`src/rtl/pti_pkg.sv`:
```
package pti_pkg;

    localparam int DVD_W = 29;
    localparam int DVS_W = 12;
    localparam logic [15:0] GAIN_ONE = 16'h8000;

    localparam logic OP_PRELOAD = 1'b0;
    localparam logic OP_INTERP  = 1'b1;

    typedef struct packed {
        logic               operation;
        logic [4:0]         channel;
        logic signed [15:0] start_value;
        logic [11:0]        start_time;
        logic signed [15:0] end_value;
        logic [11:0]        end_time;
        logic signed [15:0] steady_value;
        logic [11:0]        position;
        logic [11:0]        duration;
    } t_in_item;

    typedef struct packed {
        logic [4:0]         out_channel;
        logic signed [15:0] smoothed_value;
    } t_out_item;

endpackage

```
`src/rtl/pti_if.sv`:
```
interface pti_in_if;
    import pti_pkg::*;

    logic     valid;
    logic     ready;
    t_in_item item;

    modport source (output valid, output item, input ready);
    modport sink (input valid, input item, output ready);
endinterface

interface pti_out_if;
    import pti_pkg::*;

    logic      valid;
    logic      ready;
    t_out_item item;

    modport source (output valid, output item, input ready);
    modport sink (input valid, input item, output ready);
endinterface

```
`src/rtl/parameter_track_interpolator.sv`:
```
// A preload skips the ramps and the smoother; a held value or a ramp end point passes
// the ramp check and the smoother, and overlapping ramps take three ramp passes.
// Each dividing ramp adds a multiply and a pass through the restoring divider.
// The block takes no new beat until the last result is registered; a stalled result beat
// holds the block in its last state until the output register frees.
// Reset (synchronous, active low): gain to 32768, all channel smoothers read as zero.
module parameter_track_interpolator #(
    parameter int CHANNELS = 32
) (
    input  logic        i_clk,
    input  logic        i_rst_n,
    input  logic        i_cfg_we,
    input  logic [15:0] i_cfg_wdata,
    pti_in_if.sink      i_in,
    pti_out_if.source   o_out
);
    import pti_pkg::*;

    localparam int AW = (CHANNELS > 1) ? $clog2(CHANNELS) : 1;
    localparam logic [6:0] CH_LIM = 7'(CHANNELS);

    typedef enum logic [3:0] {
        S_IDLE, S_PLAN, S_RCHK, S_RMUL, S_RDIV0, S_RDIV, S_RADD, S_RFIN,
        S_SM1, S_SM2, S_SM3, S_DONE
    } t_state;

    typedef enum logic [1:0] {P_ONE, P_SP, P_EP, P_FADE} t_pass;

    t_state r_state;
    t_pass  r_pass;

    logic [15:0] r_gain;
    t_in_item    r_it;
    logic        r_ch_ok;
    logic        r_hit;
    logic signed [15:0] r_old_mem;
    logic signed [15:0] r_mem [CHANNELS];
    logic [CHANNELS-1:0] r_vbit;

    logic signed [15:0] r_ra, r_rb, r_rres, r_sp, r_raw, r_res;
    logic signed [13:0] r_rt;
    logic [11:0]        r_rn;
    logic signed [16:0] r_diff;
    logic signed [35:0] r_prod;
    logic signed [35:0] r_acc;
    logic               r_neg;

    logic      r_out_valid;
    t_out_item r_out;

    logic [6:0]    w_in_ch;
    logic [AW-1:0] w_in_addr;
    logic          w_in_ok;
    logic [AW-1:0] w_addr;
    logic          w_accept;

    logic signed [13:0] w_steady;
    logic signed [13:0] w_t_end;
    logic signed [13:0] w_t_ep;
    logic [11:0]        w_k;

    logic [15:0]        w_gain;
    logic [15:0]        w_gain_c;
    logic signed [17:0] w_ma, w_mb;
    logic signed [35:0] w_mp;
    logic signed [35:0] w_abs;
    logic signed [35:0] w_bias;
    logic signed [35:0] w_shr;
    logic signed [17:0] w_q;
    logic signed [15:0] w_sat;

    logic               w_div_start;
    logic               w_div_done;
    logic [DVD_W-1:0]   w_quot;

    assign w_in_ch   = {2'b00, i_in.item.channel};
    assign w_in_addr = w_in_ch[AW-1:0];
    assign w_in_ok   = w_in_ch < CH_LIM;
    assign w_addr    = AW'({2'b00, r_it.channel});
    assign w_accept  = i_in.valid && i_in.ready;

    assign i_in.ready  = (r_state == S_IDLE);
    assign o_out.valid = r_out_valid;
    assign o_out.item  = r_out;

    assign w_steady = $signed({2'b00, r_it.duration}) - $signed({2'b00, r_it.start_time})
                    - $signed({2'b00, r_it.end_time});
    assign w_t_end  = $signed({2'b00, r_it.position}) + $signed({2'b00, r_it.end_time})
                    - $signed({2'b00, r_it.duration});
    assign w_t_ep   = $signed({2'b00, r_it.duration}) - $signed({2'b00, r_it.position});
    assign w_k      = (r_it.position < r_it.duration) ? r_it.position : r_it.duration;

    assign w_gain   = (r_gain > GAIN_ONE) ? GAIN_ONE : r_gain;
    assign w_gain_c = GAIN_ONE - w_gain;

    always_comb begin
        case (r_state)
            S_SM1: begin
                w_ma = $signed({2'b00, w_gain});
                w_mb = 18'(r_raw);
            end
            S_SM2: begin
                w_ma = $signed({2'b00, w_gain_c});
                w_mb = r_hit ? 18'(r_old_mem) : '0;
            end
            default: begin
                w_ma = 18'(r_diff);
                w_mb = 18'(r_rt);
            end
        endcase
    end

    assign w_mp   = w_ma * w_mb;
    assign w_abs  = r_prod[35] ? -r_prod : r_prod;
    assign w_q    = r_neg ? -$signed({1'b0, w_quot[16:0]}) : $signed({1'b0, w_quot[16:0]});
    assign w_bias = r_acc[35] ? 36'sd32767 : 36'sd0;
    assign w_shr  = (r_acc + w_bias) >>> 15;
    assign w_sat  = (w_shr > 36'sd32767) ? 16'sh7fff :
                    (w_shr < -36'sd32768) ? 16'sh8000 : w_shr[15:0];

    assign w_div_start = (r_state == S_RDIV0);

    pti_div u_div (
        .i_clk      (i_clk),
        .i_rst_n    (i_rst_n),
        .i_start    (w_div_start),
        .i_dividend (w_abs[DVD_W-1:0]),
        .i_divisor  (r_rn),
        .o_done     (w_div_done),
        .o_quotient (w_quot)
    );

    // channel store: registered read on the input beat, write when the result leaves
    always_ff @(posedge i_clk) begin
        if (w_accept) begin
            r_old_mem <= r_mem[w_in_addr];
        end
        if (r_state == S_DONE && (!r_out_valid || o_out.ready) && r_ch_ok) begin
            r_mem[w_addr] <= r_res;
        end
    end

    always_ff @(posedge i_clk) begin
        if (!i_rst_n) begin
            r_state     <= S_IDLE;
            r_pass      <= P_ONE;
            r_gain      <= GAIN_ONE;
            r_vbit      <= '0;
            r_out_valid <= 1'b0;
        end else begin
            if (i_cfg_we) begin
                r_gain <= i_cfg_wdata;
            end
            if (r_out_valid && o_out.ready && r_state != S_DONE) begin
                r_out_valid <= 1'b0;
            end
            case (r_state)
                S_IDLE: begin
                    if (w_accept) begin
                        r_it    <= i_in.item;
                        r_ch_ok <= w_in_ok;
                        r_hit   <= w_in_ok && r_vbit[w_in_addr];
                        r_state <= S_PLAN;
                    end
                end
                S_PLAN: begin
                    if (r_it.operation == OP_PRELOAD) begin
                        r_res   <= r_it.steady_value;
                        r_state <= S_DONE;
                    end else if (w_steady >= 0 && r_it.position >= r_it.start_time) begin
                        r_ra    <= r_it.steady_value;
                        r_rb    <= r_it.end_value;
                        r_rt    <= w_t_end;
                        r_rn    <= r_it.end_time;
                        r_pass  <= P_ONE;
                        r_state <= S_RCHK;
                    end else begin
                        r_ra    <= r_it.start_value;
                        r_rb    <= r_it.steady_value;
                        r_rt    <= $signed({2'b00, r_it.position});
                        r_rn    <= r_it.start_time;
                        r_pass  <= (w_steady >= 0) ? P_ONE : P_SP;
                        r_state <= S_RCHK;
                    end
                end
                S_RCHK: begin
                    if (r_rt <= 0) begin
                        r_rres  <= r_ra;
                        r_state <= S_RFIN;
                    end else if (r_rt >= $signed({2'b00, r_rn})) begin
                        r_rres  <= r_rb;
                        r_state <= S_RFIN;
                    end else begin
                        r_diff  <= 17'(r_rb) - 17'(r_ra);
                        r_state <= S_RMUL;
                    end
                end
                S_RMUL: begin
                    r_prod  <= w_mp;
                    r_neg   <= w_mp[35];
                    r_state <= S_RDIV0;
                end
                S_RDIV0: begin
                    r_state <= S_RDIV;
                end
                S_RDIV: begin
                    if (w_div_done) begin
                        r_state <= S_RADD;
                    end
                end
                S_RADD: begin
                    r_rres  <= 16'(18'(r_ra) + w_q);
                    r_state <= S_RFIN;
                end
                S_RFIN: begin
                    case (r_pass)
                        P_SP: begin
                            r_sp    <= r_rres;
                            r_ra    <= r_it.end_value;
                            r_rb    <= r_it.steady_value;
                            r_rt    <= w_t_ep;
                            r_rn    <= r_it.end_time;
                            r_pass  <= P_EP;
                            r_state <= S_RCHK;
                        end
                        P_EP: begin
                            r_ra    <= r_sp;
                            r_rb    <= r_rres;
                            r_rt    <= $signed({2'b00, w_k});
                            r_rn    <= r_it.duration;
                            r_pass  <= P_FADE;
                            r_state <= S_RCHK;
                        end
                        default: begin
                            r_raw   <= r_rres;
                            r_state <= S_SM1;
                        end
                    endcase
                end
                S_SM1: begin
                    r_prod  <= w_mp;
                    r_state <= S_SM2;
                end
                S_SM2: begin
                    r_acc   <= r_prod + w_mp;
                    r_state <= S_SM3;
                end
                S_SM3: begin
                    r_res   <= w_sat;
                    r_state <= S_DONE;
                end
                S_DONE: begin
                    if (!r_out_valid || o_out.ready) begin
                        r_out_valid          <= 1'b1;
                        r_out.out_channel    <= r_it.channel;
                        r_out.smoothed_value <= r_res;
                        if (r_ch_ok) begin
                            r_vbit[w_addr] <= 1'b1;
                        end
                        r_state <= S_IDLE;
                    end
                end
                default: begin
                    r_state <= S_IDLE;
                end
            endcase
        end
    end

endmodule

```
`src/rtl/pti_div.sv`:
```
module pti_div (
    input  logic                      i_clk,
    input  logic                      i_rst_n,
    input  logic                      i_start,
    input  logic [pti_pkg::DVD_W-1:0] i_dividend,
    input  logic [pti_pkg::DVS_W-1:0] i_divisor,
    output logic                      o_done,
    output logic [pti_pkg::DVD_W-1:0] o_quotient
);
    import pti_pkg::*;

    localparam int CW = $clog2(DVD_W);

    logic             r_busy;
    logic             r_done;
    logic [CW-1:0]    r_cnt;
    logic [DVS_W-1:0] r_rem;
    logic [DVS_W-1:0] r_dvs;
    logic [DVD_W-1:0] r_q;
    logic [DVS_W:0]   w_sh;
    logic             w_ge;

    assign w_sh = {r_rem, r_q[DVD_W-1]};
    assign w_ge = w_sh >= {1'b0, r_dvs};

    always_ff @(posedge i_clk) begin
        if (!i_rst_n) begin
            r_busy <= 1'b0;
            r_done <= 1'b0;
            r_cnt  <= '0;
        end else begin
            r_done <= 1'b0;
            if (i_start) begin
                r_busy <= 1'b1;
                r_cnt  <= CW'(DVD_W - 1);
            end else if (r_busy) begin
                r_cnt <= r_cnt - 1'b1;
                if (r_cnt == '0) begin
                    r_busy <= 1'b0;
                    r_done <= 1'b1;
                end
            end
        end
    end

    always_ff @(posedge i_clk) begin
        if (i_start) begin
            r_rem <= '0;
            r_dvs <= i_divisor;
            r_q   <= i_dividend;
        end else if (r_busy) begin
            if (w_ge) begin
                r_rem <= DVS_W'(w_sh - {1'b0, r_dvs});
            end else begin
                r_rem <= w_sh[DVS_W-1:0];
            end
            r_q <= {r_q[DVD_W-2:0], w_ge};
        end
    end

    assign o_done     = r_done;
    assign o_quotient = r_q;

endmodule

```
`src/flat_wrapper.sv`:
```
// flat-port wrapper written by rule: the top's interface ports become plain ports
module parameter_track_interpolator_flat import pti_pkg::*;
#(
    parameter int CHANNELS = 32
)
  (i_clk, i_rst_n, i_cfg_we, i_cfg_wdata, i_in_valid, i_in_item, i_in_ready, o_out_valid, o_out_item, o_out_ready);
  pti_in_if i_in_i ();
  pti_out_if o_out_i ();
  input  logic i_clk;
  input  logic i_rst_n;
  input  logic i_cfg_we;
  input  logic [15:0] i_cfg_wdata;
  input wire logic [$bits(i_in_i.valid)-1:0] i_in_valid;
  input wire logic [$bits(i_in_i.item)-1:0] i_in_item;
  output wire logic [$bits(i_in_i.ready)-1:0] i_in_ready;
  output wire logic [$bits(o_out_i.valid)-1:0] o_out_valid;
  output wire logic [$bits(o_out_i.item)-1:0] o_out_item;
  input wire logic [$bits(o_out_i.ready)-1:0] o_out_ready;
  assign i_in_i.valid = i_in_valid;
  assign i_in_i.item = i_in_item;
  assign i_in_ready = i_in_i.ready;
  assign o_out_valid = o_out_i.valid;
  assign o_out_item = o_out_i.item;
  assign o_out_i.ready = o_out_ready;
  parameter_track_interpolator #(.CHANNELS(CHANNELS)) u_core (.i_clk(i_clk), .i_rst_n(i_rst_n), .i_cfg_we(i_cfg_we), .i_cfg_wdata(i_cfg_wdata), .i_in(i_in_i), .o_out(o_out_i));
endmodule
```
`config.mk`:
```
export PLATFORM = sky130hd
export DESIGN_NAME = parameter_track_interpolator_flat
export DESIGN_NICKNAME = d
export VERILOG_FILES = /design/src/rtl/pti_pkg.sv /design/src/rtl/pti_if.sv /design/src/rtl/parameter_track_interpolator.sv /design/src/rtl/pti_div.sv /design/src/flat_wrapper.sv
export SDC_FILE = /design/constraint.sdc
export NUM_CORES = 2
export LEC_CHECK = 0
export ABC_AREA = 1
export BUFFER_PORTS_ARGS = -buffer_cell sky130_fd_sc_hd__buf_2
export CORE_UTILIZATION = 40
export CTS_BUF_LIST = sky130_fd_sc_hd__clkbuf_2
export DETAILED_ROUTE_END_ITERATION = 10
export PLACE_DENSITY_LB_ADDON = 0.2
export SLEW_MARGIN = 20
export SYNTH_ARGS = -nofsm -noshare
export SYNTH_HDL_FRONTEND = slang
export SYNTH_SLANG_ARGS = --single-unit
```
`constraint.sdc`:
```
create_clock -name i_clk -period 9.92 [get_ports i_clk]
set_clock_uncertainty 0.05 [all_clocks]
set_input_delay 0.992 -clock i_clk [delete_from_list [all_inputs] [get_ports i_clk]]
set_output_delay 0.992 -clock i_clk [all_outputs]
set_load 0.01 [all_outputs]
```
### Yosys cells after proc, flatten, opt, wreduce, memory -nomap -nowiden

Memories as Yosys holds them, arrays and structs flattened. A register that Yosys moved wholly into a read port is not among the register bits.
Cells that the tools add are included.

* flip-flop bits (word level): 452
* RAM bits: 512
* input port bits: 123
* logic and storage cells: 189
* memories: 1

Memory list
* u_core.r_mem: words 32, bits a word 16, read ports 1, clocked after Yosys merged registers in 1, write ports 1, RTL line parameter_track_interpolator.sv:37 `logic signed [15:0] r_mem [CHANNELS];`

* add/subtract/negate cells: 14
* multipliers: 1
* $lt $le $gt $ge: 13
* eq/ne operators: 21
* mux-type cells: 62
* bitwise operators: 6
* reductions and logical operators: 34

Operators with widths (number)
* case mux 16 bit (2 select lines): 6
* two-way mux 16 bit: 11
* two-way mux 29 bit: 3
* case mux 18 bit (2 select lines): 2
* case mux 14 bit (2 select lines): 2
* two-way mux 12 bit: 4
* case mux 12 bit (2 select lines): 2
* case mux 4 bit (12 select lines): 1
* adder 36 x 16 -> 36 bit: 1
* adder 36 bit: 1
* multiplier 18 x 18 -> 36 bit: 1
* OR 32 bit: 1
* negator 29 bit: 1
* two-way mux 14 bit: 2
* AND reduction 3 bit: 9
* subtractor 12 x 12 -> 13 bit: 2
* two-way mux 4 bit: 6
* greater-than comparator 21 x 16 -> 1 bit, second input constant: 1
* less-than comparator 21 x 16 -> 1 bit, second input constant: 1
* less-than comparator 5 x 6 -> 1 bit, second input constant: 3
* two-way mux 18 bit: 1
* subtractor 16 x 16 -> 17 bit: 1
* adder 16 bit: 1
* equality test 4 x 3 -> 1 bit, second input constant: 4
* 43 further kinds: 84

### Logic depth before layout (Yosys ltp)

* depth in word-level cells: 7
* gate-level depth with buffers: 48
* gate-level depth less buffers: 48

### By module

Synthesis repeated with hierarchy kept, for this count alone.

* cells, all modules: 6030
* area total of the unflattened synthesis: 59480.8 um2

By module, submodules not included
* parameter_track_interpolator: instances 1, cells an instance 5619, area each 56196.4 um2, seq. area each 27045.9 um2
* pti_div: instances 1, cells an instance 411, area each 3284.4 um2, seq. area each 1611.5 um2

### Least setup slack after synthesis

No wires, ideal clock.

* path kind: input-to-reg
* start: input i_rst_n
* end: register u_core.r_hit (enable)
* library setup time: 691 ps
* arrival time: 8290 ps
* required time: 9179 ps
* setup slack: 889 ps
* stages: 3
* path buffers: 1
* path through: inv_1 -> clkbuf_1 -> nor3_1

* longest elaborated chain between the ends: 1

Ends and longest elaborated chain
* start: declaration: RTL line flat_wrapper.sv:10 `input logic i_rst_n;`
* AND reduction 3 bit (no line)
* end signal: assignment: RTL line parameter_track_interpolator.sv:162 `r_hit <= w_in_ok && r_vbit[w_in_addr];`
* end: declaration: RTL line parameter_track_interpolator.sv:35 `logic r_hit;`

No other way between the ends.
A chain may end at the register's enable or synchronous reset.

### Final worst setup path

* start: register u_core.r_gain[15]
* end: register u_core.r_acc[35] (data pin)

* longest elaborated chain between the ends: 6

Ends and longest elaborated chain
* start: declaration: RTL line parameter_track_interpolator.sv:32 `logic [15:0] r_gain;`
* start signal: assignment: RTL line parameter_track_interpolator.sv:152 `r_gain <= i_cfg_wdata;`
* greater-than comparator 16 bit: RTL line parameter_track_interpolator.sv:93 `assign w_gain = (r_gain > GAIN_ONE) ? GAIN_ONE : r_gain;`
* two-way mux 16 bit *: RTL line parameter_track_interpolator.sv:93
* subtractor 16 bit: RTL line parameter_track_interpolator.sv:94 `assign w_gain_c = GAIN_ONE - w_gain;`
* case mux 18 bit (2 select lines) *: RTL line parameter_track_interpolator.sv:97 `case (r_state)`
* multiplier 18 x 18 -> 36 bit *: RTL line parameter_track_interpolator.sv:113 `assign w_mp = w_ma * w_mb;`
* net u_core.w_mp[33]: RTL line parameter_track_interpolator.sv:65 `logic signed [35:0] w_mp;`
* adder 36 bit *: RTL line parameter_track_interpolator.sv:245 `r_acc <= r_prod + w_mp;`
* end signal: assignment: RTL line parameter_track_interpolator.sv:245
* end: declaration: RTL line parameter_track_interpolator.sv:45 `logic signed [35:0] r_acc;`

Mark *: on every way through the listed nets, which the timed path passes. The rest lies on a longest branch.

==> run_results.csv <==
group,metric,value,unit
outcome,status,"completed",
timing,fmax,108,MHz
worst_setup_path,arrival,10.53,ns
cts,cts-root-buf,"clkbuf_2",
floorplan,core_area,0.148,mm²
floorplan,core.rowCount,141,
timing,hold_viol_final,0,
synth,synth_cells,6048,
place,gp_congestion,0.957,
global_route,grt_max_degree,181,
detailed_routing,drt-total-wl,181000,µm
cts,clk_latency,1.68,ns
worst_hold_path,min_path_type,"in2reg",
worst_setup_path,required,11.21,ns
worst_setup_path,start_kind,"flip-flop",
layout,design_area,0.0673,mm²
cts,cts.path.max_buffers,4,
timing,tns,0,ns
synth,synth_edf_count,905,
floorplan,die-area,0.150,mm²
worst_setup_path,critPathKind,"reg2reg",
global_route,grt_overflow_total,0,
worst_hold_path,hold_depth,3,
synth,syn-num-nets,6769,
global_route,grt_pass1_vias,45069,
detailed_routing,drc,0,
synth,ys.warnings.count,0,
job,drv_cap,0,
cts,cts_max_level,5,
synth,synth_area_leaders,"edfxtp_1 46%, fa_1 11%, ha_1 5.9%",
worst_setup_path,max_stage_delay,0.58,ns
worst_setup_path,path_max_fanout,13,
floorplan,pin_count,146,
worst_setup_path,crit_path_frequent_cell,"nand2_1",
timing,min_period,9.25,ns
synth,synth_top_cell_area_share,45.7,%
layout,syn_to_final_growth,13.1,%
place,place_area,0.0626,mm²
worst_setup_path,reg2reg_depth,42,
cts,cts_buffers,275,
timing,slew_viol_final,0,
detailed_routing,via_per_inst,5.34,
detailed_routing,drt_iter0_drc,4111,
synth,yosysTopAreaCell,"edfxtp_1",
worst_setup_path,cp_top_family,"adder cells",
synth,synth_async_sr_flop_share,0,%
cts,clk_pin_slew,0.11,ns
layout,fin_nets,7310,
synth,mappedNetlistArea,0.0595,mm²
timing,slew_headroom,20.5,%
place,portBuffers,145,
worst_setup_path,slowest_stage,"fa_1",
cts,cts.sinks,979,
timing,rsz0062_at_grt,"false",
synth,syn_area_per_cell,9.84,µm²
worst_setup_path,cp-end-kind,"flip-flop",
global_route,grt_pass1_wl,272000,µm
global_route,grtUsageTotal,23.8,%
timing,fin_crit_sh,93.2,%
synth,synthFlopType,"edfxtp_1",
layout,drive_above_1_share,12.0,%
timing,finalSetupViolations,0,
timing,tightest_slew,1.19,ns
worst_setup_path,worstSetupPathDepth,42,
synth,synth-seq-area-share,48.1,%
detailed_routing,drt.antenna.violating_nets,0,
floorplan,fp.dieH,388,µm
place,hpwl,126000,µm
worst_setup_path,critPathBufInv,8,
detailed_routing,vias,46457,
detailed_routing,firstDrtPassIters,6,
cts,tritoncts,"built",
synth,synth_seq_cells,979,
global_route,antenna_found_initial,5,
floorplan,die_x,388,µm
detailed_routing,wl_per_cell,20.8,µm
floorplan,initial_core_util,40.3,%
synth,ys_types,73,
## repair_timing
action,in CTS,in global routing
setup buffers,0,0
setup endpoints to repair,0,2
gates resized for setup,0,2
endpoints found under the hold margin,164,0
hold buffers,248,0
## layer usage
metal | vias up | wire (µm) | GRT usage [%]
met5 | - | 0 | 0
met4 | 0 | 4670 | 7.29
met3 | 262 | 14800 | 4.78
met2 | 1840 | 80800 | 36.6
met1 | 22669 | 81100 | 33.9
li1 | 21686 | - | -
## registers in the layout, indices dropped and copies added, names as in the netlist, 12 cells and up
signal                   count
u_core.o_out.item           21
u_core.r_acc                36
u_core.r_diff               17
u_core.r_gain               16
u_core.r_it                 97
u_core.r_mem               512
u_core.r_old_mem            16
u_core.r_prod               36
u_core.r_ra                 16
u_core.r_raw                16
u_core.r_rb                 16
u_core.r_res                16
u_core.r_rn                 12
u_core.r_rres               16
u_core.r_rt                 14
u_core.r_sp                 16
u_core.r_vbit               32
u_core.u_div.o_quotient     29
u_core.u_div.r_dvs          12
u_core.u_div.r_rem          12
## kinds of logic after synthesis
kind of cell	count (synthesis)	synth area share (%)
AND/OR/NAND/NOR	2064	14.4
AO/OA/AOI/OAI	1190	11.5
flip-flops	979	48.1
XOR/XNOR	179	2.63
adder cells (fa/ha/maj)	598	16.5
buffers and inverters	1038	6.80
## worst reg2reg max path, delay by kind of cell (launching register included)
| kind | cells | cell delay (ns) |
|---|---|---|
| flip-flops | 1 | 0.46 |
| buffers and inverters | 8 | 0.59 |
| adder cells (fa/ha/maj) | 8 | 3.76 |
| XOR/XNOR | 1 | 0.12 |
| AND/OR/NAND/NOR | 22 | 3.31 |
| AO/OA/AOI/OAI | 3 | 0.77 |
## worst paths after layout
| check | slack [ns] | startpoint | end |
|---|---|---|---|
| worst max-delay path | 0.67 | u_core.r_gain[15] | u_core.r_acc[35] |
| worst min-delay path | 0.28 | i_cfg_we | u_core.r_gain[15] |
| worst max register to register | 0.67 | u_core.r_gain[15] | u_core.r_acc[35] |
| worst min register to register | 0.40 | u_core.r_rn[1] | u_core.u_div.r_dvs[1] |
## through the flow
| stage | cells | util (%) | hold WS, ns | setup WS [ns] |
|---|---|---|---|---|
| finish | 8698 | 45.6 | 0.282 | 0.672 |
| global route | 8698 | 45.6 | 0.122 | 0.115 |
| CTS | 8687 | 45.6 | 0.0659 | 0.665 |
| detailed placement | 7993 | 42.4 | 0.389 | 0.655 |
| global placement | 7992 | 42.3 | 0.388 | 0.609 |
| floorplan | 6048 | - | 0.376 | 0.889 |
## placed cells by master (no fill, tap or decap), types with 31 or more instances in the layout
cell           count
inv_1            778
dfxtp_1           74
clkinv_1          40
xnor2_1           66
ha_1             282
fa_1             315
buf_4             97
a21oi_1          254
o21ai_0          585
dlygate4sd3_1    248
o22ai_1           41
nand2_1          870
a31oi_1           46
nand3_1          224
o21ai_1           38
edfxtp_1         905
nor2_1           776
nand4_1           31
xor2_1           113
o221ai_1         105
clkbuf_2         397
buf_2            143
## Yosys cell counts (all sizes together), types with 2 or more instances
cell and number:
a31oi 46, a21boi 8, o211ai 27, buf 71, a21o 17, xnor2 66
a32oi 13, fa 315, clkinv 6, nand2 906, nand3b 3, a22oi 6
o2111ai 2, xor2 113, dfxtp 74, nor4 15, edfxtp 905, a21oi 258
o21ai 626, a221o 2, inv 803, nor3 35, nor2 811, o21bai 15
nor3b 2, or2 23, nand4 31, ha 283, and3 3, o221ai 105
o21a 7, nand3 232, clkbuf 158, o22ai 41, a221oi 3, and2 3
o31ai 4
## area by class of cell
type,count,area [µm²]
multi-input combinational,4031,26900
clock inverter,49,223
antenna,10,25.0
clock buffer,397,1990
tap,1930,2410
timing repair buffer,493,4030
fill,14009,80300
sequential,979,28700
inverter,809,3050
Power is not shown: default switching activity piles up to over one toggle a cycle in this logic, so the estimate is an artifact.
